## src/design/gscl_pkg.sv

```systemverilog
// shared types and constants for the glyph slot cache
// used by the controller, the datapath and the top level
package gscl_pkg;

    // table size default and fixed constants
    localparam int          NUM_SLOTS_DEF = 256;
    localparam logic [31:0] AGE_LIMIT     = 32'd99999999;

    // operation codes
    localparam logic [1:0] OP_INSERT = 2'd0;
    localparam logic [1:0] OP_PROBE  = 2'd1;
    localparam logic [1:0] OP_CLEAR  = 2'd2;

    // configuration register map
    localparam int         CFG_ADDR_W        = 1;
    localparam logic [0:0] ADDR_REPLACE_MODE = 1'b0;

    // read address select
    localparam logic [1:0] RD_HOME   = 2'd0;
    localparam logic [1:0] RD_VICTIM = 2'd1;
    localparam logic [1:0] RD_PROBE  = 2'd2;

    // result select
    localparam logic [1:0] RES_ZERO   = 2'd0;
    localparam logic [1:0] RES_INSERT = 2'd1;
    localparam logic [1:0] RES_PROBE  = 2'd2;

    // commands from controller to datapath
    typedef struct packed {
        logic       load;
        logic       hash_step;
        logic       rd_en;
        logic [1:0] rd_sel;
        logic       vic_home;
        logic       scan_start;
        logic       scan_step;
        logic       clr_step;
        logic       cnt_zero;
        logic       commit;
        logic       out_load;
        logic [1:0] res_sel;
    } dp_cmd_t;

    // status from datapath to controller
    typedef struct packed {
        logic hash_last;
        logic home_valid;
        logic scan_done;
        logic clr_last;
        logic out_free;
    } dp_status_t;

endpackage

```

## src/design/gscl_ctrl.sv

```systemverilog
// controller state machine of the glyph slot cache
// sequences hash, scan, clear and result steps; depends on gscl_pkg
module gscl_ctrl
    import gscl_pkg::*;
(
    input  logic        clk,
    input  logic        rst_n,
    input  logic        in_valid,
    output logic        in_ready,
    input  logic [1:0]  operation,
    input  logic        replace_mode,
    input  dp_status_t  status,
    output dp_cmd_t     cmd
);

    localparam logic [3:0] S_INIT       = 4'd0;
    localparam logic [3:0] S_IDLE       = 4'd1;
    localparam logic [3:0] S_HASH       = 4'd2;
    localparam logic [3:0] S_RD_HOME    = 4'd3;
    localparam logic [3:0] S_CHK_HOME   = 4'd4;
    localparam logic [3:0] S_SCAN       = 4'd5;
    localparam logic [3:0] S_RD_VIC     = 4'd6;
    localparam logic [3:0] S_COMMIT     = 4'd7;
    localparam logic [3:0] S_RD_PROBE   = 4'd8;
    localparam logic [3:0] S_PROBE_RESP = 4'd9;
    localparam logic [3:0] S_CLEAR      = 4'd10;
    localparam logic [3:0] S_ZERO_RESP  = 4'd11;

    logic [3:0] state_reg;
    logic [3:0] state_next;

    // state register
    always_ff @(posedge clk or negedge rst_n)
    begin
        if (!rst_n)
            state_reg <= S_INIT;
        else
            state_reg <= state_next;
    end

    assign in_ready = (state_reg == S_IDLE);

    // next state and commands
    always_comb
    begin
        state_next = state_reg;
        cmd        = '0;
        cmd.rd_sel  = RD_HOME;
        cmd.res_sel = RES_ZERO;
        unique case (state_reg)
            S_INIT:
            begin
                cmd.clr_step = 1'b1;
                if (status.clr_last)
                    state_next = S_IDLE;
            end
            S_IDLE:
            begin
                if (in_valid)
                begin
                    cmd.load = 1'b1;
                    case (operation)
                        OP_INSERT: state_next = S_HASH;
                        OP_PROBE:  state_next = S_RD_PROBE;
                        OP_CLEAR:
                        begin
                            cmd.cnt_zero = 1'b1;
                            state_next   = S_CLEAR;
                        end
                        default:   state_next = S_ZERO_RESP;
                    endcase
                end
            end
            S_HASH:
            begin
                cmd.hash_step = 1'b1;
                if (status.hash_last)
                    state_next = S_RD_HOME;
            end
            S_RD_HOME:
            begin
                cmd.rd_en  = 1'b1;
                cmd.rd_sel = RD_HOME;
                state_next = S_CHK_HOME;
            end
            S_CHK_HOME:
            begin
                if (replace_mode && status.home_valid)
                begin
                    cmd.scan_start = 1'b1;
                    state_next     = S_SCAN;
                end
                else
                begin
                    cmd.vic_home = 1'b1;
                    state_next   = S_RD_VIC;
                end
            end
            S_SCAN:
            begin
                cmd.scan_step = 1'b1;
                if (status.scan_done)
                    state_next = S_RD_VIC;
            end
            S_RD_VIC:
            begin
                cmd.rd_en  = 1'b1;
                cmd.rd_sel = RD_VICTIM;
                state_next = S_COMMIT;
            end
            S_COMMIT:
            begin
                cmd.res_sel = RES_INSERT;
                if (status.out_free)
                begin
                    cmd.commit   = 1'b1;
                    cmd.out_load = 1'b1;
                    state_next   = S_IDLE;
                end
            end
            S_RD_PROBE:
            begin
                cmd.rd_en  = 1'b1;
                cmd.rd_sel = RD_PROBE;
                state_next = S_PROBE_RESP;
            end
            S_PROBE_RESP:
            begin
                cmd.res_sel = RES_PROBE;
                if (status.out_free)
                begin
                    cmd.out_load = 1'b1;
                    state_next   = S_IDLE;
                end
            end
            S_CLEAR:
            begin
                cmd.clr_step = 1'b1;
                if (status.clr_last)
                    state_next = S_ZERO_RESP;
            end
            S_ZERO_RESP:
            begin
                cmd.res_sel = RES_ZERO;
                if (status.out_free)
                begin
                    cmd.out_load = 1'b1;
                    state_next   = S_IDLE;
                end
            end
            default:
            begin
                state_next = S_INIT;
            end
        endcase
    end

endmodule

```

## config.mk

```make
export PLATFORM = sky130hd
export DESIGN_NAME = gscl_ctrl
export DESIGN_NICKNAME = d
export VERILOG_FILES = /design/src/design/gscl_pkg.sv /design/src/design/gscl_ctrl.sv
export SDC_FILE = /design/constraint.sdc
export NUM_CORES = 1
export LEC_CHECK = 0
export BUFFER_PORTS_ARGS = -buffer_cell sky130_fd_sc_hd__buf_2
export CELL_PAD_IN_SITES_DETAIL_PLACEMENT = 0
export CELL_PAD_IN_SITES_GLOBAL_PLACEMENT = 1
export CORE_MARGIN = 4
export CORE_UTILIZATION = 31
export CTS_CLUSTER_DIAMETER = 80
export DETAILED_ROUTE_END_ITERATION = 10
export PLACE_DENSITY = 0.81
export SLEW_MARGIN = 25
export SYNTH_ARGS = -nofsm -noshare
export SYNTH_HDL_FRONTEND = slang
export SYNTH_SLANG_ARGS = --single-unit
```

## constraint.sdc

```tcl
create_clock -name clk -period 3.4 [get_ports clk]
set_clock_uncertainty 0.15 [all_clocks]
set_input_delay 0.68 -clock clk [delete_from_list [all_inputs] [get_ports clk]]
set_output_delay 0.68 -clock clk [all_outputs]
set_load 0.01 [all_outputs]
```

==> flow_summary.yaml <==
placement:
  placed_cells: 103
  port_buffers: 25
  gp_congestion: 0.733
  dpl.hpwl_mm: 1.05
clock_network:
  cts_setup_buffers: 0
  cts_hold_buf: 0
  cts_tree: "yes"
  clockBufferDepth: 2
  cts_max_level: 1
  worstSkewPairLatency_ns: 0.24
  cts_buffers: 3
  cts-root-buf: "clkbuf_4"
  clk_pin_slew_ns: 0.04
  post_cts_resized: 0
  cts.sinks: 4
floorplan:
  fp-row-count: 14
  die_h_um: 48.2
  initial_utilization: 0.328
  fp.coreArea_um2: 1520
  dieArea_um2: 2320
  pin_count: 26
  die_width_um: 48.2
route:
  ant_nets: 0
  vias_per_cell: 5.35
  post_drt_wl_per_cell_um: 12.8
  routed_wl_mm: 1.36
  drt_pass1_iterations: 4
  drcViolationCount: 0
  vias: 567
  drtIter0Drc: 13
worst_setup_path:
  crit_chain: "nand2b_1 > nor3_2 > and2_1 > and3_1 > buf_2"
  critPathKind: "register to primary output"
  cp_max_fo: 16
  worst_setup_path_start_kind: "register"
  critPathBufInv: 1
  critical-path-max-stage-delay_ns: 0.63
  endpoint_kind: "primary output"
  r2r_slack_ns: 1.53
  cp_data_arrival_time_ns: 1.65
  r2r-start: "state_reg[2]"
  critPathSlowestCell: "dfrtp_1"
  worstSetupStartpoint: "state_reg[0]"
  worst_ep_required_time_ns: 2.57
  cpLargestDelayFamily: "simple AND/OR/NAND/NOR gates"
grt:
  grt_max_degree: 17
  grt_overflow: 0
  grt_pass1_wl_mm: 1.95
  grt_pass1_vias: 470
  antenna_found_initial: 0
  track_usage: 0.118
flow_run:
  max_cap_violations: 0
finish:
  drive_gt1_frac: 0.378
  largest_reg_flops: 4
  area_growth_pct: 29.0
  n_antenna_cell: 0
  fin_nets: 103
  final-instance-count-excl-fill: 106
timing:
  fin_crit_ns: 2.48
  relSlewSlack: 0.646
  setup_violations: 0
  finalCritPeriodShare: 0.729
  rsz0062_at_grt: "false"
  fmax_mhz: 404
  final_max_slew_viol_count: 0
  hold_viol: 0
  finalSetupTns_ns: 0
  hold-worst-slack_ns: 0.0891
  worst_slew_pin_slew_ns: 0.531
worst_hold_path:
  hold_path.class: "input pin to async pin"
yosys:
  ys_async_sr_fraction: 1.00
  yosysUniqueCellTypes: 32
  synth_area_per_cell_um2: 7.58
  ys_ff_latch: 4
  syn-cell-area_um2: 500
  synthCells: 66
  yosysWarnings: 0
  ys_seq_area_frac: 0.200
  synth_edf_count: 0
  synth-main-ff-cell: "dfrtp_1"
  synth_fp_nets: 77
power:
  ir_worst_vdd_v: 0.000310
  p_leak_nw: 0.331
  power_density_nw_per_um2: 943
run_status:
  status: "finished, final reports clean"
## worst register-to-register path: stages (launching register included)
cell,delay (ns)
dfrtp_1,0.56
nand2b_1,0.32
nor3b_2,0.19
and4bb_1,0.24
mux2_4,0.30
## synthesized netlist by cell type, types with 2 or more instances
library cell / count / area share
dfrtp_1: 4 / 0.20
nand2_1: 7 / 0.053
and2_1: 3 / 0.038
nor2_1: 8 / 0.060
inv_1: 2 / 0.015
and4bb_1: 2 / 0.050
buf_2: 3 / 0.030
nand2b_1: 5 / 0.063
and3_1: 2 / 0.025
a21oi_1: 2 / 0.020
o21ai_0: 3 / 0.030
nor3_1: 5 / 0.050
## power by group
part	switching (mW)	internal, mW
clock network	0.0201	0.0395
registers	0.100	0.0718
logic	0.189	0.188
## final timing paths
kind                       depth (start not counted)            to
max                                                5        cmd[4]
min                                                1  state_reg[0]
max reg2reg                                        4  state_reg[1]
min reg2reg                                        2  state_reg[2]
max in group asynchronous                          1  state_reg[2]
min in group clk                                   3  state_reg[0]
## logic make-up (layout without fill, tap and decap cells)
family	after synthesis	in the layout	share of synthesized area
xor gates and xnor gates	1	1	0.0175
buffers and inverters	6	30	0.0600
DFF	4	4	0.200
AOI/OAI and AO/OA	14	14	0.198
and+or+nand+nor	40	40	0.495
muxes	1	1	0.0300
## per-layer routing
metal / vias up / GRT usage / part of all wire
met5: - / 0 / 0
met4: 0 / 0.0484 / 0
met3: 0 / 0.0111 / 0.065
met2: 18 / 0.201 / 0.49
met1: 257 / 0.152 / 0.44
li1: 292 / - / -
## cells in the final DEF (no fill, tap or decap), drive strengths merged, types with 2 or more instances in the layout
master / netlist / final
buf: 4 / 25
nor2: 8 / 8
nand2: 7 / 7
nor3: 6 / 6
nand2b: 5 / 5
dfrtp: 4 / 4
and2: 3 / 3
o21ai: 3 / 3
clkbuf: 0 / 3
inv: 2 / 2
and3: 2 / 2
a21oi: 2 / 2
and4bb: 2 / 2
nor4: 2 / 2
nor3b: 2 / 2
## layout make-up
cell class                      instances  area, um^2
Clock buffer                            3        22.5
Fill cell                             176         878
Inverter                                2        7.51
Multi-Input combinational cell         56         370
Sequential cell                         4         100
Tap cell                               16        20.0
Timing Repair Buffer                   25         125
## metrics by stage
stage                     area [um^2]   util  setup slack, ns  power, mW
after floorplan                   500      -             1.24      0.447
after global placement            623  0.409             1.13      0.552
after detailed placement          623  0.409             1.15      0.551
after CTS                         646  0.424            0.899      0.612
after global routing              646  0.424            0.738      0.660
final                             646  0.424            0.922      0.609
No activity file was read; power rests on OpenSTA's default activity.
